[src/rtl/core/hsbc_pkg.sv]
// Shared types, constants and tables of the hue/saturation brush color block.
// No dependencies; every other file of the block imports this package.
`default_nettype none

package hsbc_pkg;

  localparam int HUE_ENTRIES = 256;
  localparam int HUE_AW      = (HUE_ENTRIES > 1) ? $clog2(HUE_ENTRIES) : 1;

  // Restoring divider: one quotient bit per stage, 8-bit quotients.
  localparam int DIV_STAGES = 8;
  localparam int SB_W       = 25;

  // Reciprocal multipliers for division by the constants 15 and 400.
  localparam logic [15:0] PULL_RECIP = 16'd34953;
  localparam int          PULL_SHIFT = 19;
  localparam logic [15:0] GRAY_RECIP = 16'd41944;
  localparam int          GRAY_SHIFT = 24;

  localparam logic [7:0] MID_LEVEL = 8'd84;

  typedef logic [2:0][15:0] num3_t;
  typedef logic [2:0][7:0]  chan3_t;
  typedef logic [SB_W-1:0]  sb_t;

  // floor(84 * (15 - sat) / 15) for each saturation level
  localparam logic [15:0][7:0] LO_TABLE = {
    8'd0,  8'd5,  8'd11, 8'd16, 8'd22, 8'd28, 8'd33, 8'd39,
    8'd44, 8'd50, 8'd56, 8'd61, 8'd67, 8'd72, 8'd78, 8'd84
  };

  typedef enum logic {
    ACT_COMPUTE = 1'b0,
    ACT_WRITE   = 1'b1
  } action_t;

  typedef enum logic [1:0] {
    SIDE_0    = 2'd0,
    SIDE_1    = 2'd1,
    SIDE_2    = 2'd2,
    SIDE_NONE = 2'd3
  } side_t;

endpackage

`default_nettype wire

[src/rtl/core/hsbc_front.sv]
// Front end: hue table, saturation pull toward mid level, channel placement and maximum.
// Depends on hsbc_pkg. Four register stages, all advanced by en.
`default_nettype none

module hsbc_front (
  input  wire logic           clk,
  input  wire logic           rst_n,
  input  wire logic           en,
  input  wire logic           in_valid,
  input  wire logic           in_action,
  input  wire logic [7:0]     in_hue_index,
  input  wire logic [7:0]     in_table_value,
  input  wire logic [1:0]     in_side,
  input  wire logic [3:0]     in_saturation,
  input  wire logic [5:0]     in_gray_target,
  output logic                out_valid,
  output hsbc_pkg::num3_t     out_num,
  output logic [7:0]          out_den,
  output logic [5:0]          out_target
);
  import hsbc_pkg::*;

  logic [7:0] hue_mem [HUE_ENTRIES];
  logic [HUE_AW-1:0] addr;
  logic in_range;

  assign addr     = HUE_AW'(in_hue_index);
  assign in_range = (32'(in_hue_index) < HUE_ENTRIES);

  // stage 1: table lookup
  logic       v1_r, rng1_r;
  logic [7:0] t1_r;
  logic [1:0] side1_r;
  logic [3:0] sat1_r;
  logic [5:0] tgt1_r;

  always_ff @(posedge clk) begin
    if (in_valid && en && (in_action == ACT_WRITE) && in_range) begin
      hue_mem[addr] <= in_table_value;
    end
    if (en) begin
      t1_r    <= hue_mem[addr];
      rng1_r  <= in_range;
      side1_r <= in_side;
      sat1_r  <= in_saturation;
      tgt1_r  <= in_gray_target;
    end
  end

  // stage 2: magnitude products sat*|c-84|
  logic [7:0] t2, u2, mag_t, mag_u;
  logic       neg_t, neg_u;
  always_comb begin
    t2    = rng1_r ? t1_r : 8'd0;
    u2    = 8'd255 - t2;
    neg_t = (t2 < MID_LEVEL);
    neg_u = (u2 < MID_LEVEL);
    mag_t = neg_t ? (MID_LEVEL - t2) : (t2 - MID_LEVEL);
    mag_u = neg_u ? (MID_LEVEL - u2) : (u2 - MID_LEVEL);
  end

  logic        v2_r, nt2_r, nu2_r;
  logic [11:0] mt2_r, mu2_r;
  logic [7:0]  lo2_r;
  logic [1:0]  side2_r;
  logic [5:0]  tgt2_r;

  always_ff @(posedge clk) begin
    if (en) begin
      mt2_r   <= 12'(sat1_r * mag_t);
      mu2_r   <= 12'(sat1_r * mag_u);
      nt2_r   <= neg_t;
      nu2_r   <= neg_u;
      lo2_r   <= LO_TABLE[sat1_r];
      side2_r <= side1_r;
      tgt2_r  <= tgt1_r;
    end
  end

  // stage 3: divide by 15 through the reciprocal, truncating toward zero
  logic [27:0] pt, pu;
  logic [7:0]  qt, qu;
  assign pt = 28'(mt2_r) * 28'(PULL_RECIP);
  assign pu = 28'(mu2_r) * 28'(PULL_RECIP);
  assign qt = 8'(pt >> PULL_SHIFT);
  assign qu = 8'(pu >> PULL_SHIFT);

  logic       v3_r;
  logic [7:0] ht3_r, hu3_r, lo3_r;
  logic [1:0] side3_r;
  logic [5:0] tgt3_r;

  always_ff @(posedge clk) begin
    if (en) begin
      ht3_r   <= nt2_r ? (MID_LEVEL - qt) : (MID_LEVEL + qt);
      hu3_r   <= nu2_r ? (MID_LEVEL - qu) : (MID_LEVEL + qu);
      lo3_r   <= lo2_r;
      side3_r <= side2_r;
      tgt3_r  <= tgt2_r;
    end
  end

  // stage 4: place channels, take maximum, form v*255
  chan3_t     rgb;
  logic [7:0] mx;
  always_comb begin
    case (side3_r)
      SIDE_0:  rgb = {lo3_r, ht3_r, hu3_r};
      SIDE_1:  rgb = {ht3_r, hu3_r, lo3_r};
      SIDE_2:  rgb = {hu3_r, lo3_r, ht3_r};
      default: rgb = '0;
    endcase
    mx = rgb[0];
    if (rgb[1] > mx) mx = rgb[1];
    if (rgb[2] > mx) mx = rgb[2];
  end

  logic       v4_r;
  num3_t      num4_r;
  logic [7:0] den4_r;
  logic [5:0] tgt4_r;

  always_ff @(posedge clk) begin
    if (en) begin
      for (int i = 0; i < 3; i++) begin
        num4_r[i] <= {rgb[i], 8'd0} - 16'(rgb[i]);
      end
      // all-zero channels divide by one to stay zero
      den4_r <= (mx == 8'd0) ? 8'd1 : mx;
      tgt4_r <= tgt3_r;
    end
  end

  always_ff @(posedge clk) begin
    if (!rst_n) begin
      v1_r <= 1'b0;
      v2_r <= 1'b0;
      v3_r <= 1'b0;
      v4_r <= 1'b0;
    end else if (en) begin
      v1_r <= in_valid && (in_action == ACT_COMPUTE);
      v2_r <= v1_r;
      v3_r <= v2_r;
      v4_r <= v3_r;
    end
  end

  assign out_valid  = v4_r;
  assign out_num    = num4_r;
  assign out_den    = den4_r;
  assign out_target = tgt4_r;

endmodule

`default_nettype wire

[config.mk]
export PLATFORM = sky130hd
export DESIGN_NAME = hsbc_front
export DESIGN_NICKNAME = d
export VERILOG_FILES = /design/src/rtl/core/hsbc_pkg.sv /design/src/rtl/core/hsbc_front.sv
export SDC_FILE = /design/constraint.sdc
export NUM_CORES = 2
export LEC_CHECK = 0
export BUFFER_PORTS_ARGS = -buffer_cell sky130_fd_sc_hd__buf_2
export CAP_MARGIN = 20
export CELL_PAD_IN_SITES_DETAIL_PLACEMENT = 0
export CELL_PAD_IN_SITES_GLOBAL_PLACEMENT = 2
export CORE_UTILIZATION = 40
export DETAILED_ROUTE_END_ITERATION = 12
export HOLD_SLACK_MARGIN = 0.15
export PLACE_DENSITY = 0.69
export SYNTH_ARGS = -nofsm -noshare
export SYNTH_HDL_FRONTEND = slang
export SYNTH_SLANG_ARGS = --single-unit
[constraint.sdc]
create_clock -name clk -period 6.2 [get_ports clk]
set_input_delay 1.24 -clock clk [delete_from_list [all_inputs] [get_ports clk]]
set_output_delay 1.24 -clock clk [all_outputs]
set_load 0.03 [all_outputs]
# Word-level counts from Yosys, hierarchy flattened
# Memories as Yosys holds them, arrays and structs flattened. A register that Yosys moved wholly into a read port is not among the register bits.
# Index checks and enable logic that the tools add are counted.
op_classes:
  add_sub_neg: 12
  multipliers: 4
  div_mod_pow: 0
  order_cmp: 4
  eq_ne: 2
  n_shift: 0
  muxes: 9
  n_bitwise: 1
  reduce_logical: 5
op_table:
  columns: ["operator", "n"]
  rows:
  - ["$pmux 24 s3", 1]
  - ["$mul 12x16->27 const B", 2]
  - ["$mux 8", 6]
  - ["$sub 16x8->16", 3]
  - ["$sub 7x8->8 const A", 4]
  - ["$mul 4x8->12", 2]
  - ["$add 7x8->8 const A", 2]
  - ["$gt 8x8->1", 2]
  - ["$lt 8x7->1 const B", 2]
  - ["$sub 8x7->8 const B", 2]
  - ["$logic_not 8->1", 1]
  - ["$sub 8x8->8 const A", 1]
  - ["$logic_and 1x1->1", 3]
  - ["$eq 2x1->1 const B", 1]
  - ["$eq 2x2->1 const B", 1]
  - ["$logic_not 2->1", 1]
  - ["$mux 1", 2]
  - ["$not 1->1", 1]
totals:
  reg_bits: 144
  latchBits: 0
  ramBits: 2048
  mem_bits_ro: 128
  memories: 2
mem_list:
  columns: ["memory", "depth", "width", "rd", "rd_ports_with_merged_regs", "wr", "line_no", "rtl"]
  rows:
  - ["hue_mem", 256, 8, 1, 1, 1, "hsbc_front.sv:23", "logic [7:0] hue_mem [HUE_ENTRIES];"]
  - ["(name not given)", 16, 8, 1, 1, 0, "hsbc_front.sv:74", "lo2_r <= LO_TABLE[sat1_r];"]

# Longest topological paths before layout
depth:
  ltp_word: 7
  mapped_depth: 27
  mapped_depth_nobuf: 23

# Least setup slack after synthesis
# Ideal clock, no wire load.
synth_timing:
  kind: "register to register"
  start: "register side3_r[0]"
  end: "register den4_r[0], in the netlist out_den[0] (data pin)"
  arrival_time_ns: 4.925
  setup_slack_ns: 1.112
  path_stages_with_launch: 25
  n_path_buf: 5
  synth_period_minus_slack_ns: 5.088
  path_cell_list: "edfxtp_1 > buf_2 > buf_4 > buf_4 > buf_4 > a21oi_1 > nor2_1 > a21oi_1 > inv_1 > ha_1 > nand4_1 > o22ai_1 > o31a_1 > buf_2 > mux2_2 > ha_1 > nor2b_1 > o21a_1 > o21a_1 > o21ai_0 > nand3b_1 > nand2_1 > mux2i_1 > or4_1 > o221ai_1"
synth_lines:
  columns: ["element", "line_no", "rtl"]
  rows:
  - ["start, declared", "hsbc_front.sv:90", "logic [1:0] side3_r;"]
  - ["start signal, assigned", "hsbc_front.sv:98", "side3_r <= side2_r;"]
  - ["end signal, assigned", "hsbc_front.sv:129", "den4_r <= (mx == 8'd0) ? 8'd1 : mx;"]
  - ["end, declared", "hsbc_front.sv:120", "logic [7:0] den4_r;"]

# Worst setup path in the final report
layout_timing:
  start: "register side3_r[0]"
  end: "register den4_r[0], in the netlist out_den[0] (data pin)"
layout_between:
  elab_chain_len: 7
  elab_cells_between_ends: 9
  classes_between: "order compare (2); eq/ne (2); mux (3); reduce/logical (2)"
layout_lines:
  columns: ["element", "line_no", "rtl"]
  rows:
  - ["$eq 2x2->1, or another cell as far along", "hsbc_front.sv:107", "case (side3_r)"]
  - ["$pmux 24 s3 (*)", "hsbc_front.sv:107", null]
  - ["$gt 8x8->1", "hsbc_front.sv:114", "if (rgb[1] > mx) mx = rgb[1];"]
  - ["$mux 8", "hsbc_front.sv:114", null]
  - ["$gt 8x8->1", "hsbc_front.sv:115", "if (rgb[2] > mx) mx = rgb[2];"]
  - ["$mux 8 (*)", "hsbc_front.sv:115", null]
  - ["$logic_not 8->1", "hsbc_front.sv:129", null]
# Every way passes the cells marked *; elsewhere a longest branch is shown, timed or not.
# A chain may end at the register's enable or synchronous reset.

==> results.cfg <==
[clock_network]
clockRootBuffer = clkbuf_16
worstSkewPairLatency_ns = 0.88
hold_buffers = 0
clockBufferDepth = 3
cts.sinks = 2206
clk_pin_slew_ns = 0.06
cts_setup_buffers = 0
htree_num_levels = 4
cts_buffers = 220
cts_resized = 0
cts_tree = built

[timing]
fin_crit_ns = 5.58
max_slew_margin_pct = 23.5
fmax_mhz = 179
tightestPinTransition_ns = 1.15
setup_viol = 0
fin_ws_ns = 0.621
finClkSkew_ns = 0.0559
hold_viol = 0
slew_violations = 0
post-route-period-util_pct = 90.0
finalSetupTns_ns = 0
rsz0062_at_grt = no

[yosys]
synth_area_leader_cell = edfxtp_1
synth.most_common_cell = edfxtp_1
yosysSeqAreaShare_pct = 72.6
synth-seq-cells = 2206
synth_area_per_cell_sq_um = 20.4
synthCells = 4473
syn_area_sq_um = 91200
async_reset_ff_share_pct = 0
synth_enable_flop_cells = 2202
ys.flop_type = edfxtp_1
syn-num-nets = 4729
ys_types = 62
yosys_warnings = 0
synth.area.top_cells = edfxtp_1 (72%), mux4_2 (16%), ha_1 (2.3%)
synth.top_cell.area_share_pct = 72.5
netlist_top_cells_count = edfxtp_1 (2202), mux4_2 (655), nor2_1 (328), ha_1 (171), inv_1 (166)

[floorplanning]
std_cell_rows = 174
pin_count = 96
start_util_pct = 40.4
die_area_sq_um = 230000
die_w_microns = 480
die_h_microns = 480
coreArea_sq_um = 226000

[cells_and_area]
final_util_pct = 45.7
final_area_sq_um = 103000
syn_to_final_growth_pct = 13.2
fill_cells = 18854
layout.nets = 4956
drive_gt1_share_pct = 25.5

[status]
outcome = finished clean

[routing]
drt_iter0_drc = 4106
antenna_left = 0
wl_microns = 222000
vias = 43641
avgRoutedWirePerCell_microns = 28.1
vias_per_cell = 5.53
dr.pass1.iters = 5
detail_route.drc_violations = 0

[pwr]
irDropWorstVdd_v = 0.000272
p_leak_nw = 33.4
power_mw = 39.1
powerDensity_nw_per_um2 = 378

[job]
drv_cap = 0

[critical_path]
slowest_stage = edfxtp_1
crit_buf_inv = 2
critPathKind = flop to flop
cp-start-kind = flop
critical_path_required_ns = 6.89
cpPeakStageDelay_ns = 0.81
path_delay_family = compound AO/OA/AOI/OAI gates
path_cells = mux2i_1, o21ai_0, inv_1, ha_1, a21o_1, a21oi_1, nor2b_1, o22ai_1, o31a_1, buf_4, mux2_2, ha_1, o21a_1, o21a_1, o21ai_0, nand3b_1, nand2_1, mux2i_1, or4_1, o221ai_1
critPathArrivalTime_ns = 6.27
cp-end-kind = flop
critPathMaxFanout = 20

[global_route]
grt_usage_pct = 19.5
antenna_found_initial = 15
overflow = 0
grt_pass1_wl_microns = 324000
first_global_vias = 45305
grt_max_degree = 169

[placement]
post-place-ws_ns = 0.659
place_area_sq_um = 95800
port_buffers = 95
post-dp-hpwl_microns = 137000
place_congestion = 0.786

[hold_path]
worstHoldPathType = flop to flop
## worst paths after layout
path	cells after the start	slack, ns	from	endpoint
hold / removal	0	0.40	tgt3_r[2]	out_target[2]
hold reg to reg	0	0.40	tgt3_r[2]	out_target[2]
setup / recovery	20	0.62	side3_r[0]	out_den[0]
setup reg to reg	20	0.62	side3_r[0]	out_den[0]
## sequential cells by signal, indices dropped and copies added (netlist names)
register	count
v1_r	1
side3_r	2
v3_r	1
lo3_r	7
tgt2_r	6
nt2_r	1
nu2_r	1
hue_mem	2048
out_valid	1
sat1_r	4
hu3_r	8
side2_r	2
t1_r	8
mu2_r	12
side1_r	2
lo2_r	7
mt2_r	12
out_den	8
out_target	6
tgt1_r	6
ht3_r	8
v2_r	1
tgt3_r	6
out_num	48
## worst register-to-register path, cell delays in order, from the launching register on
cell and delay [ns]:
edfxtp_1 0.81, mux2i_1 0.16, o21ai_0 0.63, inv_1 0.13
ha_1 0.33, a21o_1 0.17, a21oi_1 0.15, nor2b_1 0.06
o22ai_1 0.13, o31a_1 0.18, buf_4 0.19, mux2_2 0.37
ha_1 0.31, o21a_1 0.11, o21a_1 0.16, o21ai_0 0.14
nand3b_1 0.09, nand2_1 0.35, mux2i_1 0.16, or4_1 0.57
o221ai_1 0.21
## routing by layer
| metal | GRT usage (%) | share of wire (%) |
|---|---|---|
| met1 | 27.5 | 43 |
| met2 | 31.8 | 49 |
| met3 | 3.33 | 5.8 |
| met5 | 0 | 0.017 |
| met4 | 4.22 | 1.7 |
## kinds of logic (layout without fill, tap and decap cells)
family / count (synthesis) / after routing / synth area share [%]
compound gates: 237 / 237 / 1.63
xor+xnor: 72 / 72 / 0.691
fa+ha+maj: 223 / 223 / 3.49
buf+inv: 390 / 812 / 1.82
flops: 2206 / 2206 / 72.6
mux: 696 / 696 / 16.6
other cells: 0 / 2 / 0
simple gates: 649 / 649 / 3.16
## cell usage in the layout (no fill, tap or decap), types with 6 or more instances in the layout
cell        count
nor2b_1        58
nand2b_1       15
nor3_1         13
a211oi_1        6
mux2_2          9
o21bai_1       14
buf_4         111
mux2i_1        32
nor2_1        328
fa_1           52
a31oi_1        24
ha_1          171
bufinv_16      27
nor4_1          9
o211ai_1        6
clkinvlp_4     11
mux4_2        655
clkinv_1       49
o21a_1         12
xnor2_1        57
nand4_1        13
xor2_1         15
inv_1         166
a22oi_1         6
nand3_1        39
nand2_2        12
o21ai_0        40
a21oi_1        74
buf_2          82
edfxtp_1     2202
clkinv_16       8
clkbuf_1       37
a21o_1         13
clkbuf_8       11
clkinv_2       50
buf_12         21
nand2_1       114
and2_1         20
clkbuf_16     221
## stage by stage
| step | hold WS (ns) | cells |
|---|---|---|
| after floorplan | 0.400 | 4473 |
| after global placement | 0.401 | 7465 |
| after detailed placement | 0.405 | 7468 |
| after CTS | 0.411 | 7885 |
| after global routing | 0.412 | 7888 |
| final | 0.404 | 7889 |
## final cells by class
type / instances / area [sq um] / area share, %
clock buffer: 261 / 5710 / 5.53
multi-input combinational: 1877 / 23400 / 22.7
antenna: 2 / 5.00 / 0.00485
sequential: 2206 / 66200 / 64.1
timing repair buffer: 229 / 1860 / 1.81
tap: 2992 / 3740 / 3.63
clock inverter: 156 / 1710 / 1.66
inverter: 166 / 623 / 0.603
## where the power goes
group          switching (mW)  internal (mW)
logic                    4.87           3.42
registers               0.239           17.0
clock network            5.81           7.75
(Power assumes the default switching activity.)
