$ cat src/rtl/core/hsbc_pkg.sv
// Shared types, constants and tables of the hue/saturation brush color block.
// No dependencies; every other file of the block imports this package.
`default_nettype none

package hsbc_pkg;

  localparam int HUE_ENTRIES = 256;
  localparam int HUE_AW      = (HUE_ENTRIES > 1) ? $clog2(HUE_ENTRIES) : 1;

  // Restoring divider: one quotient bit per stage, 8-bit quotients.
  localparam int DIV_STAGES = 8;
  localparam int SB_W       = 25;

  // Reciprocal multipliers for division by the constants 15 and 400.
  localparam logic [15:0] PULL_RECIP = 16'd34953;
  localparam int          PULL_SHIFT = 19;
  localparam logic [15:0] GRAY_RECIP = 16'd41944;
  localparam int          GRAY_SHIFT = 24;

  localparam logic [7:0] MID_LEVEL = 8'd84;

  typedef logic [2:0][15:0] num3_t;
  typedef logic [2:0][7:0]  chan3_t;
  typedef logic [SB_W-1:0]  sb_t;

  // floor(84 * (15 - sat) / 15) for each saturation level
  localparam logic [15:0][7:0] LO_TABLE = {
    8'd0,  8'd5,  8'd11, 8'd16, 8'd22, 8'd28, 8'd33, 8'd39,
    8'd44, 8'd50, 8'd56, 8'd61, 8'd67, 8'd72, 8'd78, 8'd84
  };

  typedef enum logic {
    ACT_COMPUTE = 1'b0,
    ACT_WRITE   = 1'b1
  } action_t;

  typedef enum logic [1:0] {
    SIDE_0    = 2'd0,
    SIDE_1    = 2'd1,
    SIDE_2    = 2'd2,
    SIDE_NONE = 2'd3
  } side_t;

endpackage

`default_nettype wire

$ cat src/rtl/core/hsbc_gray.sv
// Gray level of the normalized color and set-up of the dimming division.
// Depends on hsbc_pkg. Three register stages, all advanced by en.
`default_nettype none

module hsbc_gray (
  input  wire logic             clk,
  input  wire logic             rst_n,
  input  wire logic             en,
  input  wire logic             in_valid,
  input  wire hsbc_pkg::chan3_t in_full,
  input  wire logic [5:0]       in_target,
  output logic                  out_valid,
  output hsbc_pkg::num3_t       out_num,
  output logic [7:0]            out_den,
  output hsbc_pkg::sb_t         out_sb
);
  import hsbc_pkg::*;

  // stage 1: weighted sum
  logic        v1_r, v2_r, v3_r;
  logic [14:0] sum1_r;
  chan3_t      full1_r, full2_r;
  logic [5:0]  tgt1_r, tgt2_r;
  logic [30:0] prod2_r;

  always_ff @(posedge clk) begin
    if (en) begin
      sum1_r  <= 15'(15'd30 * in_full[0]) + 15'(15'd59 * in_full[1])
               + 15'(15'd11 * in_full[2]);
      full1_r <= in_full;
      tgt1_r  <= in_target;
      // stage 2: divide by 400 through the reciprocal
      prod2_r <= 31'(sum1_r) * 31'(GRAY_RECIP);
      full2_r <= full1_r;
      tgt2_r  <= tgt1_r;
    end
  end

  // stage 3: compare and form numerators
  logic [5:0] gray;
  logic       dim;
  assign gray = prod2_r[GRAY_SHIFT+5:GRAY_SHIFT];
  assign dim  = (gray > tgt2_r);

  num3_t      num3_r;
  logic [7:0] den3_r;
  sb_t        sb3_r;

  always_ff @(posedge clk) begin
    if (en) begin
      for (int i = 0; i < 3; i++) begin
        num3_r[i] <= 16'(full2_r[i]) * 16'(tgt2_r);
      end
      den3_r <= (gray == 6'd0) ? 8'd1 : 8'(gray);
      sb3_r  <= {dim, full2_r};
    end
  end

  always_ff @(posedge clk) begin
    if (!rst_n) begin
      v1_r <= 1'b0;
      v2_r <= 1'b0;
      v3_r <= 1'b0;
    end else if (en) begin
      v1_r <= in_valid;
      v2_r <= v1_r;
      v3_r <= v2_r;
    end
  end

  assign out_valid = v3_r;
  assign out_num   = num3_r;
  assign out_den   = den3_r;
  assign out_sb    = sb3_r;

endmodule

`default_nettype wire

$ cat config.mk
export PLATFORM = sky130hd
export DESIGN_NAME = hsbc_gray
export DESIGN_NICKNAME = d
export VERILOG_FILES = /design/src/rtl/core/hsbc_pkg.sv /design/src/rtl/core/hsbc_gray.sv
export SDC_FILE = /design/constraint.sdc
export NUM_CORES = 1
export LEC_CHECK = 0
export BUFFER_PORTS_ARGS = -buffer_cell sky130_fd_sc_hd__buf_2
export CAP_MARGIN = 0
export CORE_AREA = 3 3 184 186
export DETAILED_ROUTE_END_ITERATION = 12
export DIE_AREA = 0 0 187 189
export PLACE_DENSITY = 0.7
export RECOVER_POWER = 100
export SYNTH_ARGS = -nofsm -noshare
export SYNTH_HDL_FRONTEND = slang
export SYNTH_SLANG_ARGS = --single-unit
$ cat constraint.sdc
create_clock -name clk -period 7.72 [get_ports clk]
set_clock_uncertainty 0.05 [all_clocks]
set_input_delay 1.544 -clock clk [delete_from_list [all_inputs] [get_ports clk]]
set_output_delay 1.544 -clock clk [all_outputs]
set_load 0.005 [all_outputs]
# Yosys cells after proc, flatten, opt, wreduce, memory -nomap -nowiden

Cells that the tools add are included.

Shift-type cells: 0
$add $sub $neg: 2
Reduce and logical (&&, ||, !) cells: 1
$mul: 7
Bitwise operators: 0
Equality and inequality tests: 0
$lt $le $gt $ge: 1
Muxes and demuxes: 0
Div/mod/pow operators: 0

Operator list:

| operator                                                              | number |
|---|---|
| 8-bit by 6-bit multiplier with 14-bit output                          | 3 |
| 15-bit by 13-bit multiplier with 27-bit output, second input constant | 1 |
| 4-bit by 8-bit multiplier with 12-bit output, first input constant    | 2 |
| 13-bit by 14-bit adder with 15-bit output                             | 1 |
| 15-bit by 12-bit adder with 15-bit output                             | 1 |
| 6-bit by 8-bit multiplier with 14-bit output, first input constant    | 1 |
| 6-bit > comparator                                                    | 1 |
| 6-bit zero test                                                       | 1 |

Logic and storage cells: 30
RAM bits: 0
Memory bits (read-only): 0
Latch bits: 0
Input bits: 34
Memories kept: 0
Output and inout port bits: 82
Register bits: 180

# Logic depth before layout (Yosys ltp)

Gate-level depths: netlist of the first run.

Word-level depth: 3
Mapped depth: 22
Mapped depth without buffers: 22

# Least setup slack after synthesis of the first run

OpenSTA, ideal clock, no wires.

Kind: input to register
From: input port in_full[0] in the netlist's numbering
To: register sum1_r[14] (data pin)
Required time: 7.475 ns
Path buffers: 0
Slack: 1.087 ns
Setup time: 0.195 ns
Stages: 19
Arrival time: 6.388 ns
Cells stage by stage: fa_1 > fa_1 > ha_1 > a21o_1 > a21oi_1 > o21bai_1 > a21oi_1 > o21ai_0 > xor2_1 > ha_1 > inv_1 > fa_1 > fa_1 > inv_1 > ha_1 > and2_1 > a221oi_1 > nand2_1 > o311ai_0

Word-level cells in the longest chain between the ends: 3

Ends and longest elaborated chain:

| item                                         | RTL line        | RTL |
|---|---|---|
| start: declaration                           | hsbc_gray.sv:10 | `input wire hsbc_pkg::chan3_t in_full,` |
| 4-bit by 8-bit multiplier with 12-bit output | hsbc_gray.sv:28 | `sum1_r <= 15'(15'd30 * in_full[0]) + 15'(15'd59 * in_full[1])` |
| 13-bit by 14-bit adder with 15-bit output    | hsbc_gray.sv:28 |  |
| 15-bit by 12-bit adder with 15-bit output    | hsbc_gray.sv:29 | `+ 15'(15'd11 * in_full[2]);` |
| end signal: assignment                       | hsbc_gray.sv:28 |  |
| end: declaration                             | hsbc_gray.sv:21 | `logic [14:0] sum1_r;` |

Every way passes these cells.
A chain may end at the register's enable or synchronous reset.

# Final worst setup path of the first run

From: input port in_full[3] in the netlist's numbering
To: register sum1_r[14] (data pin)

The elaborated chain is that of the path after synthesis.

==> flow_summary.toml, run 1 <==
[run_status]
status = "complete, but fails checks"
violations = "max-capacitance violations, max-slew violations"

[layout]
area_growth_pct = 9.68
layout_commonest_cell = "inv_1"
fillers = 2831
drive_above_1_share_pct = 6.16
finalNonFillerCells = 1903
final_cell_mix = "inv_1 (313), ha_1 (233), fa_1 (207)"
final_core_util_pct = 52.4
final_nets = 1922
multi_input_area_sq_mm = 0.00952
n_antenna_cell = 0
regArea_sq_mm = 0.00468

[sta]
hold_viol = 0
slew_viol_final = 96
max_freq_mhz = 145
max-slew-margin-rel_pct = -247
rsz0062_at_grt = "no"
finalSetupViolCount = 0
tightest_slew_ns = 5.21
hold_ws_ns = 0.363
min_period_over_period_pct = 89.5
fin_tns_setup_ns = 0
fin_crit_ns = 6.91

[clocking]
cts_sinks = 157
cts_tree = "done"
clock_path_buffers = 2
h-tree-depth = 4
cts-buffers-inserted = 17
cts.clk_slew.worst_paths_ns = 0.08
cts-root-buf = "clkbuf_16"
cts_hold_buf = 0
insertion_delay_ns = 0.44
cts_setup_buffers = 0
post_cts_resized = 0

[synth]
ys_seq_elements = 157
synth_edf_count = 154
yosys.area_share.adder_pct = 45.5
synth_top_family_by_area = "adder cells"
muxShareOfSynthArea_pct = 0.387
synthFlopType = "edfxtp_1"
synth_compound_area_share_pct = 5.13
syn_inst = 1336
synth_xor_area_share_pct = 2.54
yosysWarnings = 0
synth_simple_gate_area_share_pct = 7.86
synthArstFlopShare_pct = 0
ys_seq_area_share_pct = 30.2
synth.distinct_cells = 55
synth_area_sq_mm = 0.0155
synth.avg_cell_area_sq_um = 11.6

[setup_path]
critPathTopFamily = "adder cells"
crit_fanout = 3
cp_num_buf_inv = 5
cp.required_ns = 7.91
crit_arrival_ns = 7.10
startpoint_type = "input pin"
crit_slowest_cell = "fa_1"
max_stage_delay_ns = 0.55
crit_chain = "clkbuf_1 -> inv_1 -> fa_1 -> fa_1 -> inv_1 -> ha_1 -> a21oi_1 -> o21bai_1 -> a21oi_1 -> o21ai_0 -> xor2_1 -> ha_1 -> inv_1 -> fa_1 -> fa_1 -> inv_1 -> ha_1 -> and2_0 -> a221oi_1 -> nand2_1 -> o311ai_0"
end_kind = "flop"
path_class = "input pin to flop"

[detailed_routing]
firstDrtPassIters = 5
viasPerCell = 4.99
drtIter0Drc = 409
ant_nets = 0
drt-total-wl_mm = 29.1
drcViolationCount = 0
wl_per_cell_microns = 15.3
dr_total_vias = 9502

[grt]
antenna_found_initial = 0
grt_pass1_wl_mm = 49.1
grt_max_degree = 96
grt_pass1_vias = 9958
track_usage_pct = 17.4
overflow = 0

[place]
dp_cells = 1871
dp_hpwl_mm = 23.5
io_buffers = 107
place.gp.congestion = 0.819

[hold_path]
hold_class = "flop to flop"

[die]
die_w_microns = 187
coreArea_sq_mm = 0.0325
dieArea_sq_mm = 0.0353
rows = 66
io_pins = 116
initial_core_util_pct = 47.8
die_h_microns = 189

[job]
cap_violations = 2
worst reg2reg max path, stage by stage, from the launching register on:
cell	delay, ns
edfxtp_1	0.58
fa_1	0.49
ha_1	0.31
fa_1	0.50
fa_1	0.50
inv_1	0.05
fa_1	0.48
inv_1	0.06
ha_1	0.32
nand4_1	0.22
nor4_1	0.50
o221ai_2	0.19
a31oi_1	0.45
a311o_2	0.29
o31ai_1	0.08
xnor2_1	0.16
cell usage after synthesis, types with 2 or more instances:
cell type	count	area [sq um]
inv_1	313	1170
ha_1	233	2920
fa_1	207	4140
edfxtp_1	154	4620
nand2_1	89	334
and2_1	70	438
a21oi_1	40	200
xnor2_1	32	280
o21ai_0	18	90.1
clkbuf_1	17	63.8
a21o_1	15	113
nor2_1	15	56.3
xor2_1	13	114
nor2b_1	10	62.6
o21bai_1	10	75.1
buf_4	8	60.1
nand3_1	8	40.0
nand2b_1	7	43.8
mux2i_1	6	60.1
nor3_1	5	25.0
nand3b_1	4	30.0
nand4_1	4	25.0
nand4b_1	4	35.0
o21a_1	4	30.0
o311ai_0	4	35.0
or4_1	4	30.0
a211oi_1	3	22.5
dfxtp_1	3	60.1
o211ai_1	3	22.5
o311a_1	3	30.0
or2_2	3	18.8
a2111oi_0	2	17.5
a221oi_1	2	17.5
a31oi_1	2	12.5
worst paths after layout:
check         startpoint          end  slack [ns]  cells past startpoint
max           in_full[3]   sum1_r[14]        0.81                     21
max reg2reg   sum1_r[14]  prod2_r[29]        2.26                     15
min          full1_r[13]  full2_r[13]        0.36                      0
min reg2reg  full1_r[13]  full2_r[13]        0.36                      0
sequential cells by signal (all words and copies together), names as in the netlist:
register and flops:
out_num 42, out_sb 25, full1_r 24, full2_r 24, sum1_r 15, out_den 6
prod2_r 6, tgt1_r 6, tgt2_r 6, out_valid 1, v1_r 1, v2_r 1
metrics by stage:
stage / cell area (sq um) / worst slack [ns]
floorplan: 15500 / 1.09
global placement: 16500 / 0.653
detailed placement: 16500 / 0.439
CTS: 17100 / 0.866
global route: 17000 / 0.368
finish: 17000 / 0.810
metal layers:
| layer | wire (microns) | track usage [%] | vias up |
|---|---|---|---|
| li1 | - | - | 4526 |
| met1 | 13000 | 23.1 | 4788 |
| met2 | 14600 | 29.7 | 163 |
| met3 | 1110 | 2.83 | 25 |
| met4 | 470 | 4.71 | 0 |
| met5 | 0 | 0 | - |
kinds of logic (layout without fill, tap and decap cells):
kind of cell | count (synthesis) | count (layout)
flops | 157 | 157
other cells | 1 | 8
xor+xnor | 45 | 45
buf+inv | 338 | 456
simple gates | 232 | 232
fa+ha+maj | 440 | 440
mux | 6 | 6
compound gates | 117 | 117
cell type report:
| class | count | area share (%) |
|---|---|---|
| clock buffer | 17 | 2.50 |
| clock inverter | 15 | 1.01 |
| inverter | 313 | 6.90 |
| multi-input combinational | 848 | 56.0 |
| sequential | 157 | 27.5 |
| tap | 442 | 3.25 |
| timing repair buffer | 111 | 2.85 |
Power of run 1 is not shown: default switching activity piles up to over one toggle a cycle in this logic, so the estimate is an artifact.
==> run 2: changes to the inputs <==
ABC_AREA = 1   (was not set)
CORE_AREA = 3 3 178 180   (was 3 3 184 186)
DIE_AREA = 0 0 181 183   (was 0 0 187 189)
PLACE_DENSITY = 0.77   (was 0.7)
==> flow_summary.toml, run 2 <==
[run_status]
status = "complete, but fails checks"
violations = "max-capacitance violations, max-slew violations"

[setup_path]
crit_fanout = 86
crit_slowest_cell = "clkbuf_1"
crit_chain = "clkbuf_1 -> clkbuf_2"
cp.required_ns = 7.71
max_stage_delay_ns = 3.13
end_kind = "flop"
startpoint_type = "input pin"
path_class = "input pin to flop"
crit_arrival_ns = 6.38
cp_num_buf_inv = 2
critPathTopFamily = "buffers and inverters"

[detailed_routing]
dr_total_vias = 11400
drt-total-wl_mm = 33.9
drcViolationCount = 0
drtIter0Drc = 711
wl_per_cell_microns = 15.1
firstDrtPassIters = 5
ant_nets = 0
viasPerCell = 5.08

[clocking]
insertion_delay_ns = 0.44
post_cts_resized = 0
h-tree-depth = 4
clock_path_buffers = 2
cts_hold_buf = 0
cts-buffers-inserted = 17
cts-root-buf = "clkbuf_16"
cts_sinks = 157
cts_tree = "done"
cts.clk_slew.worst_paths_ns = 0.07
cts_setup_buffers = 0

[die]
die_w_microns = 181
coreArea_sq_mm = 0.0303
io_pins = 116
initial_core_util_pct = 54.6
rows = 64
dieArea_sq_mm = 0.0331
die_h_microns = 183

[hold_path]
hold_class = "flop to flop"

[synth]
yosys.area.top_type = "edfxtp_1"
synth_area_leaders = "edfxtp_1 (28%), fa_1 (25%), ha_1 (18%)"
synth.avg_cell_area_sq_um = 9.54
synth_area_sq_mm = 0.0166
yosys.area.top_type_share_pct = 27.9
synth_top_family_by_area = "adder cells"
yosys.area_share.adder_pct = 42.6
muxShareOfSynthArea_pct = 0
synthFlopType = "edfxtp_1"
yosysMostFrequentCell = "inv_1"
synth_simple_gate_area_share_pct = 12.0
synth.distinct_cells = 29
ys_seq_area_share_pct = 28.3
synth_compound_area_share_pct = 3.32
yosysWarnings = 0
synth_edf_count = 154
syn_inst = 1737
synthTopCellsByCount = "inv_1 (479), nand2_1 (363), ha_1 (233)"
ys_seq_elements = 157
synthArstFlopShare_pct = 0
synth_xor_area_share_pct = 2.01

[sta]
slew_viol_final = 161
rsz0062_at_grt = "no"
tightest_slew_ns = 4.57
fin_crit_ns = 6.39
min_period_over_period_pct = 82.8
fin_tns_setup_ns = 0
max_freq_mhz = 156
finalSetupViolCount = 0
hold_viol = 0
max-slew-margin-rel_pct = -204

[place]
place.gp.congestion = 0.933
io_buffers = 107
dp_hpwl_mm = 27.2
placed_cell_area_sq_mm = 0.0175

[job]
cap_violations = 2

[grt]
grt_max_degree = 87
track_usage_pct = 21.3
grt_pass1_vias = 12000
overflow = 0
antenna_found_initial = 1
grt_pass1_wl_mm = 57.2

[layout]
layout_commonest_cell = "inv_1"
n_antenna_cell = 0
area_growth_pct = 8.99
final_area_sq_mm = 0.0181
largest_register_ff_count = 42
final_nets = 2316
final_cell_mix = "inv_1 (479), nand2_1 (363), ha_1 (233)"
drive_above_1_share_pct = 4.26
[run 2: cell types whose count changed after synthesis, moves of 23 or more]
| cell | before | now |
|---|---|---|
| and2_1 | 70 | 0 |
| inv_1 | 313 | 479 |
| nand2_1 | 89 | 363 |
| nand3_1 | 8 | 54 |
| nor2_1 | 15 | 50 |
| xnor2_1 | 32 | 2 |
| xor2_1 | 13 | 36 |
[run 2: cell families (layout without fill, tap and decap cells)]
group / count (synthesis) / in the layout
adder cells (fa/ha/maj): 440 / 440
other: 1 / 8
flip-flops: 157 / 157
buffers and inverters: 509 / 620
AO/OA/AOI/OAI: 99 / 99
AND/OR/NAND/NOR: 493 / 493
XOR/XNOR: 38 / 38
[run 2: cell type report]
| cell class | instances | area (sq um) |
|---|---|---|
| fillers | 2503 | 12300 |
| clock buffers | 17 | 425 |
| repair buffers | 109 | 462 |
| inverters | 479 | 1800 |
| flip-flops and latches | 157 | 4680 |
| clock inverters | 15 | 223 |
| well taps | 396 | 495 |
| multi-input cells | 1078 | 9970 |
[run 2: layer usage]
metal	up-vias	wire length (microns)	track usage, %
met5	-	0	0
met4	0	940	7.50
met3	87	1790	2.60
met2	336	16900	37.2
met1	5497	14200	27.8
li1	5519	-	-
[run 2: path summary, 6_finish.rpt]
| check | slack [ns] | from | to | depth (start not counted) |
|---|---|---|---|---|
| worst max-delay path | 1.33 | en | prod2_r[25] | 2 |
| worst max register to register | 3.06 | tgt2_r[0] | out_num[28] | 15 |
| worst min-delay path | 0.37 | full1_r[19] | full2_r[19] | 0 |
| worst min register to register | 0.37 | full1_r[19] | full2_r[19] | 0 |
[run 2: metrics by stage]
stage	instances	hold slack (ns)	setup slack [ns]	util, %
after floorplan	1744	0.350	1.50	-
after global placement	2219	0.351	1.15	57.7
after detailed placement	2219	0.355	1.00	57.7
after CTS	2251	0.371	1.47	59.8
after global routing	2251	0.377	0.719	59.5
final	2251	0.370	1.33	59.5
[run 2: worst register-to-register path, delay by kind of cell (launching register included)]
| kind | cells | cell delay (ns) |
|---|---|---|
| DFF | 1 | 0.32 |
| AOI/OAI and AO/OA | 2 | 0.54 |
| adders and majority gates | 4 | 1.77 |
| buffers and inverters | 4 | 1.28 |
| and+or+nand+nor | 5 | 0.46 |
Power of run 2 is left out for the same reason.
