$ cat src/rtl/core/hsbc_pkg.sv
// Shared types, constants and tables of the hue/saturation brush color block.
// No dependencies; every other file of the block imports this package.
`default_nettype none

package hsbc_pkg;

  localparam int HUE_ENTRIES = 256;
  localparam int HUE_AW      = (HUE_ENTRIES > 1) ? $clog2(HUE_ENTRIES) : 1;

  // Restoring divider: one quotient bit per stage, 8-bit quotients.
  localparam int DIV_STAGES = 8;
  localparam int SB_W       = 25;

  // Reciprocal multipliers for division by the constants 15 and 400.
  localparam logic [15:0] PULL_RECIP = 16'd34953;
  localparam int          PULL_SHIFT = 19;
  localparam logic [15:0] GRAY_RECIP = 16'd41944;
  localparam int          GRAY_SHIFT = 24;

  localparam logic [7:0] MID_LEVEL = 8'd84;

  typedef logic [2:0][15:0] num3_t;
  typedef logic [2:0][7:0]  chan3_t;
  typedef logic [SB_W-1:0]  sb_t;

  // floor(84 * (15 - sat) / 15) for each saturation level
  localparam logic [15:0][7:0] LO_TABLE = {
    8'd0,  8'd5,  8'd11, 8'd16, 8'd22, 8'd28, 8'd33, 8'd39,
    8'd44, 8'd50, 8'd56, 8'd61, 8'd67, 8'd72, 8'd78, 8'd84
  };

  typedef enum logic {
    ACT_COMPUTE = 1'b0,
    ACT_WRITE   = 1'b1
  } action_t;

  typedef enum logic [1:0] {
    SIDE_0    = 2'd0,
    SIDE_1    = 2'd1,
    SIDE_2    = 2'd2,
    SIDE_NONE = 2'd3
  } side_t;

endpackage

`default_nettype wire

$ cat src/rtl/core/hsbc_div.sv
// Pipelined restoring divider, three lanes sharing one divisor, one quotient bit a stage.
// Depends on hsbc_pkg. Quotients must fit in 8 bits.
`default_nettype none

module hsbc_div (
  input  wire logic            clk,
  input  wire logic            rst_n,
  input  wire logic            en,
  input  wire logic            in_valid,
  input  wire hsbc_pkg::num3_t in_num,
  input  wire logic [7:0]      in_den,
  input  wire hsbc_pkg::sb_t   in_sb,
  output logic                 out_valid,
  output hsbc_pkg::chan3_t     out_quo,
  output hsbc_pkg::sb_t        out_sb
);
  import hsbc_pkg::*;

  logic [DIV_STAGES-1:0] vld_r;
  num3_t      rem_r [DIV_STAGES];
  chan3_t     quo_r [DIV_STAGES];
  logic [7:0] den_r [DIV_STAGES];
  sb_t        sb_r  [DIV_STAGES];

  num3_t      rem_nxt [DIV_STAGES];
  chan3_t     quo_nxt [DIV_STAGES];
  logic [7:0] den_src [DIV_STAGES];
  sb_t        sb_src  [DIV_STAGES];

  always_comb begin
    num3_t      src_rem;
    chan3_t     src_quo;
    logic [15:0] trial;
    for (int s = 0; s < DIV_STAGES; s++) begin
      if (s == 0) begin
        src_rem    = in_num;
        src_quo    = '0;
        den_src[s] = in_den;
        sb_src[s]  = in_sb;
      end else begin
        src_rem    = rem_r[s-1];
        src_quo    = quo_r[s-1];
        den_src[s] = den_r[s-1];
        sb_src[s]  = sb_r[s-1];
      end
      trial = 16'(den_src[s]) << (DIV_STAGES - 1 - s);
      for (int l = 0; l < 3; l++) begin
        if (src_rem[l] >= trial) begin
          rem_nxt[s][l] = src_rem[l] - trial;
          quo_nxt[s][l] = src_quo[l] | (8'd1 << (DIV_STAGES - 1 - s));
        end else begin
          rem_nxt[s][l] = src_rem[l];
          quo_nxt[s][l] = src_quo[l];
        end
      end
    end
  end

  always_ff @(posedge clk) begin
    if (en) begin
      rem_r <= rem_nxt;
      quo_r <= quo_nxt;
      den_r <= den_src;
      sb_r  <= sb_src;
    end
  end

  always_ff @(posedge clk) begin
    if (!rst_n) begin
      vld_r <= '0;
    end else if (en) begin
      vld_r <= {vld_r[DIV_STAGES-2:0], in_valid};
    end
  end

  assign out_valid = vld_r[DIV_STAGES-1];
  assign out_quo   = quo_r[DIV_STAGES-1];
  assign out_sb    = sb_r[DIV_STAGES-1];

endmodule

`default_nettype wire

$ cat config.mk
export PLATFORM = sky130hd
export DESIGN_NAME = hsbc_div
export DESIGN_NICKNAME = d
export VERILOG_FILES = /design/src/rtl/core/hsbc_pkg.sv /design/src/rtl/core/hsbc_div.sv
export SDC_FILE = /design/constraint.sdc
export NUM_CORES = 1
export LEC_CHECK = 0
export BUFFER_PORTS_ARGS = -buffer_cell sky130_fd_sc_hd__buf_2
export CELL_PAD_IN_SITES_DETAIL_PLACEMENT = 0
export CELL_PAD_IN_SITES_GLOBAL_PLACEMENT = 2
export CORE_ASPECT_RATIO = 0.8
export CORE_UTILIZATION = 48
export DETAILED_ROUTE_END_ITERATION = 12
export PLACE_DENSITY = 0.95
export RECOVER_POWER = 25
export SLEW_MARGIN = 30
export SYNTH_ARGS = -nofsm -noshare
export SYNTH_HDL_FRONTEND = slang
export SYNTH_SLANG_ARGS = --single-unit
$ cat constraint.sdc
create_clock -name clk -period 7.05 [get_ports clk]
set_input_delay 1.0575 -clock clk [delete_from_list [all_inputs] [get_ports clk]]
set_output_delay 1.0575 -clock clk [all_outputs]
set_load 0.005 [all_outputs]
# --- Word level (Yosys, flattened, before mapping) ---
# Cells that the tools add are included.
# W data, S select, Z words.
word_totals:
  regBits: 792
  latchBits: 0
  ramBits: 0
  rom_bits: 0
  input_bits: 85
  output_inout_bits: 50
  word_cells: 151
  mem_count: 0
classes:
  addsub: 21
  mul: 0
  div_mod_pow: 0
  order_cmp: 24
  eq_ne: 0
  n_shift: 0
  mux: 24
  bitwise: 0
  reduce_logical: 0
op_table:
  columns: ["cell", "n"]
  rows:
  - ["$mux W16", 21]
  - ["$ge A16 B10 Y1", 3]
  - ["$ge A16 B11 Y1", 3]
  - ["$ge A16 B12 Y1", 3]
  - ["$ge A16 B13 Y1", 3]
  - ["$ge A16 B14 Y1", 3]
  - ["$ge A16 B15 Y1", 3]
  - ["$ge A16 B8 Y1", 3]
  - ["$ge A16 B9 Y1", 3]
  - ["$sub A16 B10 Y16", 3]
  - ["$sub A16 B11 Y16", 3]
  - ["$sub A16 B12 Y16", 3]
  - ["$sub A16 B13 Y16", 3]
  - ["$sub A16 B14 Y16", 3]
  - ["$sub A16 B15 Y16", 3]
  - ["$sub A16 B9 Y16", 3]
  - ["$mux W8", 3]

# --- Longest topological paths before layout ---
# Gate-level depths: netlist (run 1).
logic_depth:
  word_depth: 2
  ltp_mapped: 12
  depth_no_buf: 11

# --- Least setup slack after synthesis (run 1) ---
# Ideal clock, no wire load.
synth_timing:
  path_type: "input -> register"
  start: "input port in_num[23] (netlist bit)"
  end: "register rem_r[365] (netlist bit), data pin"
  setup_ps: 267
  t_arrival_ps: 2720
  t_required_ps: 6783
  path_slack_ps: 4063
  stages: 10
  n_path_buf: 2
  cell_sequence: "inv_1 > ha_1 > or4b_1 > o21ai_1 > nand3_1 > a32o_1 > clkbuf_1 > clkbuf_1 > nand2_1 > o31ai_1"
synth_lines:
  columns: ["item", "line", "source"]
  rows:
  - ["start, declared", "hsbc_div.sv:10", "input wire hsbc_pkg::num3_t in_num,"]
  - ["end signal, assigned", "hsbc_div.sv:61", "rem_r <= rem_nxt;"]
  - ["end, declared", "hsbc_div.sv:20", "num3_t rem_r [DIV_STAGES];"]

==> summary.md, run 1 <==
| Metric | Value |
|---|---|
| Fill cells | 5553 |
| DRC viols | 0 |
| Post-layout min period | about 3.3 ns |
| Routed Antenna Nets | 0 |
| CTS buffer count | between 70 and 80 |
| Post-synthesis instance total | roughly 2400 |
| WL per Instance | about 17 um |
| Hold path depth | 0 |
| Status | completed |
| Via density | ~5.3 |
| IO Pins | 135 |
| Family with the most delay on the worst path | simple AND/OR/NAND/NOR gates |
| Leakage | ~0.014 uW |
| Post-layout nets | 2916 |
| IO buf count | between 100 and 150 |
| F_max | a little over 300 MHz |
| Reg2reg end | rem_r[218] |
| Peak supply drop | approximately 0.16 mV |
| Ys async rst share | 0% |
| Post-synth EDFFs | 700 |
| Row cnt | 85 |
| Mapped Area | 33100 um2 |
| Routed wire length | roughly 60000 um |
| Synthesis-stage register bit count | around 710 |
| CTS root buffer | clkbuf_16 |
| Netlist cell types | 80 |
| Die ar. | 70000 um2 |
| Crit path top cell by count | inv_1 |
| ANT cells | 0 |
| P per Cell Area | ~340 nW/um2 |
| Dpl ws | roughly 3.4 ns |
| Rel. slew slack | 35.7% |
| Tot Pwr | approximately 13000 uW |
| CP endpoint | rem_r[218] |
| FF-to-FF setup slack | between 3 and 4 ns |
| Commonest cells in the netlist | 700 x edfxtp_1, 192 x ha_1, 189 x a21oi_1, 173 x nor2_1, 140 x inv_1 |
| Initial antenna violation count | 1 |
| Beginning of the worst hold path | sb_r[151] |
| Synth Area per Inst | 13.5 um2 |
| RePlAce Congestion | slightly below 0.9 |
| Worst r2r path cells | 9 |
| Levels on crit path | 9 |
| Crit-path max cell delay | 0.74 ns |
| Final setup viols | 0 |
| Crit path DAT | 3.61 ns |
| Worst path required time | about 7.4 ns |
| Worst setup margin | 3.78 ns |
| RSZ-0062 raised after global routing | false |
| Die Ht | ~240 um |
| Adder-cell area share of the yosys netlist | 8.53% |
| CP Buf/Inv Count | 2 |
| Routed via count | about 19000 |
| Detail Placement HPWL | ~45000 um |
| GRT Overall Usage | 17.5% |
| Setup crit start kind | flop |
| FF-to-FF Start | den_r[42] |
| CP Capture Type | flop |
| Final hold violations | 0 |
| Core Area | approximately 68000 um2 |
| Post-synthesis mux area share | between 1.5 and 2% |
| Crit Path Category | reg2reg |
| Post-synth top flop | edfxtp_1 |
| First DRT Iteration DRCs | around 1000 |
| Grt ovf | 0 |
| Ratio of cells with drive above 1 in the final layout | a little under an eighth |
| Crit path launch | den_r[42] |
| Layout area overhead | 11.6% |
| Post-synth top area share | 63.5% |
| CP max stage cell | nor2_1 |
| Clock Sinks | a little over 700 |
| Total Neg Setup Slack | 0 ns |
| Clk buf depth | 3 |
| Worst-Skew Late Latency | between 0.6 and 0.7 ns |
| Final worst path period share | 46.3% |
| CTS H-tree lvls | 3 |
| Largest net degree at the start of global routing | 206 |
| Pre-Repair DR Iteration Count | 5 |
| CTS tree | done |
| Multi-input logic area | ~11000 um2 |
| Seq/Total Area, Yosys | between 60% and 70% |
| Count leader, synth | edfxtp_1 |
| Main combinational cell family by area after synthesis | compound AO/OA/AOI/OAI gates |
| Die width | 296 um |
| Number of gates resized after CTS | 0 |
| Clock Pin Slew Worst Setup and Hold Paths | 0.06 ns |
| Seq. cell area | about 21000 um2 |
| Worst-Margin Slew | slightly below 1 ns |
| Hold Crit Class | reg2reg |
| Crit path max fanout | 15 |
| Max Cap Violations | 0 |
| Final Skew | between 0.02 and 0.03 ns |
| Post CTS Setup Buffer Count | 0 |
| Slew Viols, Final | 0 |
| Post-synthesis simple-gate area fraction | 9.31% |
| Post-synth top area cell | edfxtp_1 |
| Cells along the critical path | inv_1, ha_1, nor2b_1, o21ai_0, nand2b_1, a211o_1, nor2_1, inv_1, mux2_1 |
| Number of global-route vias before repair | roughly 18000 |
| Initial core utilization | between 40% and 50% |
| Synth Area in Compound Gates | ~9.9% |
| Synth Area in XOR/XNOR | roughly 3.8% |
| First-pass GRT wire length | ~97000 um |
| Hold buffers post-CTS | 0 |
| Synth top area cells | edfxtp_1 64%, ha_1 7.3%, a21oi_1 2.9%, xnor2_1 2.4%, nor2_1 2.0% |
| Synthesis Warnings | 0 |
| Mapped Nets | between 2000 and 3000 |
==> state kept, by name (all words and copies together) (netlist names) <==
signal / flops
den_r: 56
out_quo: 24
out_sb: 25
quo_r: 84
rem_r: 336
sb_r: 175
vld_r: 8
==> kinds of logic (layout without fill, tap and decap cells) <==
| family | Yosys count | count (layout) |
|---|---|---|
| fa+ha+maj | 213 | 213 |
| xor+xnor | 145 | 145 |
| mux | 58 | 58 |
| buf+inv | 193 | 416 |
| simple gates | 604 | 604 |
| flops | 708 | 708 |
| compound gates | 528 | 528 |
==> final cells by class <==
class | count | area share [%]
well taps | 913 | 3.09
clock inverters | 45 | 0.911
flip-flops and latches | 708 | 57.3
inverters | 142 | 1.44
repair buffers | 147 | 2.35
clock buffers | 82 | 4.92
multi-input cells | 1548 | 30.0
==> placed cells by master, fill, tap and decap left out, types with 9 or more instances in the layout <==
cell       netlist  layout
o21a_1          35      35
o21ai_1         28      28
or3_1            9       9
or4b_1           9       9
edfxtp_1       700     700
a21o_1          38      38
xor2_1          54      54
o31a_1          10      10
buf_2           13     132
fa_1            21      21
nor2_1         173     173
nor2b_1         41      41
a211oi_1        16      16
a31oi_1         12      12
nor4_1          28      28
mux2_2          35      35
mux2i_1         17      17
o31ai_1         11      11
ha_1           192     192
nand2b_1        43      43
a21oi_1        189     189
a31o_2           9       9
or4_1           14      14
nor3_1          55      55
nand3_1         43      43
xnor2_1         91      91
nand4_1         12      12
clkbuf_1        12      12
inv_1          140     140
clkbuf_16        0      71
o21ai_0        113     113
clkinv_1         0      20
nand2_1        126     126
clkinv_2         0      12
==> worst reg2reg max path, delay by kind of cell, from the launching register on <==
kind,cells,cell delay (ns)
AOI/OAI and AO/OA,2,0.52
adders and majority gates,1,0.32
buffers and inverters,2,0.37
DFF,1,0.39
muxes,1,0.37
and+or+nand+nor,3,1.06
==> layer usage <==
layer	vias up	GRT usage [%]	routed length [um]
met5	-	0	0
met4	0	6.55	1890
met3	114	2.49	2010
met2	380	29.0	29100
met1	8867	23.5	28600
li1	9561	-	-
==> worst min-delay path by stage <==
| stage | endpoint | slack (ns) |
|---|---|---|
| 2_1_floorplan | out_quo[10] | 0.40 |
| 5_1_grt | sb_r[58] | 0.41 |
| 6_report | sb_r[126] | 0.41 |
| 3_3_place_gp | sb_r[52] | 0.40 |
| 4_1_cts | sb_r[126] | 0.40 |
| 3_5_place_dp | out_quo[17] | 0.40 |
==> power breakdown <==
part | switching [uW] | total, uW | internal, uW | leakage, uW
Sequential | 430 | 5990 | 5560 | 0.00682
Combinational | 1650 | 3020 | 1370 | 0.00594
Clock | 1540 | 3510 | 1970 | 0.00105
==> per-stage QoR <==
step                instance area (um2)  utilization (%)  hold WS (ns)  instances
global placement                  34700             51.2         0.400       3453
CTS                               36900             54.4         0.405       3582
global route                      36900             54.5         0.414       3585
floorplan                         33100                -         0.400       2449
finish                            36900             54.5         0.405       3585
detailed placement                34700             51.3         0.405       3455
(Power assumes the default switching activity.)
==> run 2, diff against run 1 <==
--- a/config.mk
+++ b/config.mk
@@ -9,9 +9,9 @@
 export CELL_PAD_IN_SITES_DETAIL_PLACEMENT = 0
 export CELL_PAD_IN_SITES_GLOBAL_PLACEMENT = 2
 export CORE_ASPECT_RATIO = 0.8
-export CORE_UTILIZATION = 48
+export CORE_UTILIZATION = 45
 export DETAILED_ROUTE_END_ITERATION = 12
-export PLACE_DENSITY = 0.95
+export PLACE_DENSITY = 0.92
 export RECOVER_POWER = 25
 export SLEW_MARGIN = 30
 export SYNTH_ARGS = -nofsm -noshare
==> constraint.sdc (replaced) <==
create_clock -name clk -period 3.05 [get_ports clk]
set_input_delay 0.4575 -clock clk [delete_from_list [all_inputs] [get_ports clk]]
set_output_delay 0.4575 -clock clk [all_outputs]
set_load 0.005 [all_outputs]
==> run 2 against run 1 <==
Net effect: the run now ends with max-capacitance violations, max-slew violations left; largest power group unchanged; total power grew 140%; final cell count increased by 3.4%; critical path type unchanged; first-iteration DRC count increased by 16%; critical path depth stayed put; non-clock buffer count grew 83.
==> summary.md, run 2 (same netlist as run 1, synthesis figures left out) <==
| Metric | Value |
|---|---|
| Status | complete, but fails checks |
| Failing checks | max-capacitance violations, max-slew violations |
| IO Pins | between 100 and 150 |
| Initial core utilization | 45.7% |
| Final Skew | between 0.03 and 0.04 ns |
| Tot Pwr | a little under 30000 uW |
| WL per Instance | 17.2 um |
| Placed cells | about 3500 |
| Post-route cell area | roughly 38000 um2 |
| RSZ-0062 raised after global routing | false |
| DRC viols | 0 |
| Die Ht | 245 um |
| Largest reg by FF count | rem_r |
| F_max | ~350 MHz |
| Via density | 5.21 |
| Clock Pin Slew Worst Setup and Hold Paths | 0.06 ns |
| Crit path max fanout | 9 |
| P per Cell Area | ~780 nW/um2 |
| Post-layout nets | roughly 3000 |
| Cells along the critical path | inv_1, ha_1, nand2_1, o21ai_1, a21oi_1, or4b_1, nand3_1, buf_4, mux2_2 |
| Crit-path max cell delay | roughly 0.51 ns |
| Grt ovf | 0 |
| CTS tree | done |
| Hold Crit Class | in2reg |
| CTS H-tree lvls | 3 |
| Most common cell after layout, fill and taps aside | edfxtp_1 |
| Ratio of cells with drive above 1 in the final layout | between 10 and 15% |
| Peak supply drop | between 0.3 and 0.4 mV |
| RePlAce Congestion | just over 0.9 |
| CTS root buffer | clkbuf_16 |
| CTS buffer count | 73 |
| Slew Viols, Final | ~60 |
| Initial antenna violation count | 0 |
| Die width | just over 300 um |
| Finished Layout Cells | around 3700 |
| Rel. slew slack | -51.5% |
| Largest register FFs | 336 |
| Number of gates resized after CTS | 0 |
| Die ar. | 74600 um2 |
| Top Registers | rem_r (336), sb_r (175), quo_r (84) |
| Core Area | ~72000 um2 |
| Worst-Margin Slew | around 2.3 ns |
| IO buf count | around 130 |
| Crit Path Category | reg2reg |
| Max Cap Violations | 1 |
| Total Neg Setup Slack | 0 ns |
| Worst-Skew Late Latency | 0.62 ns |
| Clock Sinks | 708 |
| Fill cells | around 6100 |
| Most frequent cells in the layout | 700 x edfxtp_1, 192 x ha_1, 189 x a21oi_1 |
| First DRT Iteration DRCs | 1170 |
| Post-layout min period | about 2.8 ns |
| Row cnt | just under 90 |
| Worst path required time | roughly 3.4 ns |
| Final worst path period share | ~93% |
| Number of global-route vias before repair | 18900 |
| Final setup viols | 0 |
| Setup crit start kind | flop |
| Layout area overhead | 14.6% |
| Pre-Repair DR Iteration Count | 5 |
| Routed Antenna Nets | 0 |
| Routed wire length | 63700 um |
| Placed cell area | ~35000 um2 |
| Leakage | between 0.01 and 0.015 uW |
| First-pass GRT wire length | 101000 um |
| Clk buf depth | 3 |
| GRT Overall Usage | 17.0% |
| Detail Placement HPWL | between 40000 and 50000 um |
| Crit path DAT | roughly 3.2 ns |
| Final hold violations | 0 |
| Routed via count | 19300 |
| CP Capture Type | flop |
| CP max stage cell | or4b_1 |
| Largest net degree at the start of global routing | between 90 and 100 |
## run 2: where the power goes
group | total [uW] | switching (uW) | internal (uW) | leakage [uW]
combinational | 7160 | 3880 | 3290 | 0.00625
sequential | 13900 | 1030 | 12800 | 0.00682
clock | 8720 | 3680 | 5040 | 0.00115
total | 29800 | 8580 | 21200 | 0.0142
## run 2: worst paths after layout
kind	cells past startpoint	end	startpoint	slack (ns)
setup reg to reg	9	rem_r[262]	den_r[49]	0.22
hold reg to reg	0	quo_r[52]	quo_r[76]	0.41
hold / removal	1	sb_r[191]	in_sb[16]	0.05
setup / recovery	9	rem_r[262]	den_r[49]	0.22
## run 2: through the flow
stage | setup slack [ns] | util [%] | hold WS, ns
after floorplan | 0.499 | - | 0.400
after global placement | 0.144 | 48.6 | 0.400
after detailed placement | 0.172 | 48.6 | 0.405
after CTS | 0.208 | 52.4 | 0.00133
after global routing | 0.0555 | 52.3 | 0.0118
final | 0.221 | 52.3 | 0.0520
## run 2: area by class of cell
cell class | instances | area [um2] | share of cell area (%)
Timing Repair Buffer | 230 | 1560 | 4.12
Inverter | 142 | 533 | 1.41
Multi-Input combinational cell | 1548 | 11100 | 29.2
Sequential cell | 708 | 21200 | 55.9
Clock inverter | 52 | 518 | 1.37
Clock buffer | 82 | 1860 | 4.91
Antenna cell | 1 | 2.50 | 0.00660
Tap cell | 945 | 1180 | 3.12
## run 2: per-layer routing
| layer | track usage (%) | routed length (um) | vias up |
|---|---|---|---|
| li1 | - | - | 9718 |
| met1 | 23.3 | 30100 | 9078 |
| met2 | 27.9 | 29500 | 410 |
| met3 | 2.88 | 2350 | 103 |
| met4 | 5.29 | 1730 | 0 |
| met5 | 0 | 0 | - |
## run 2: timing repair
item | 4_1_cts | 5_1_grt
hold buffers | 35 | 0
hold endpoints to repair | 35 | 0
setup buffers | 0 | 0
endpoints found under the setup margin | 0 | 0
## run 2: critical path: cells and delay by family (launching register included)
| kind | cells | cell delay, ns |
|---|---|---|
| multiplexers | 1 | 0.34 |
| adder cells (fa/ha/maj) | 1 | 0.36 |
| AND/OR/NAND/NOR | 3 | 0.68 |
| flip-flops | 1 | 0.40 |
| buffers and inverters | 2 | 0.37 |
| AO/OA/AOI/OAI | 2 | 0.40 |
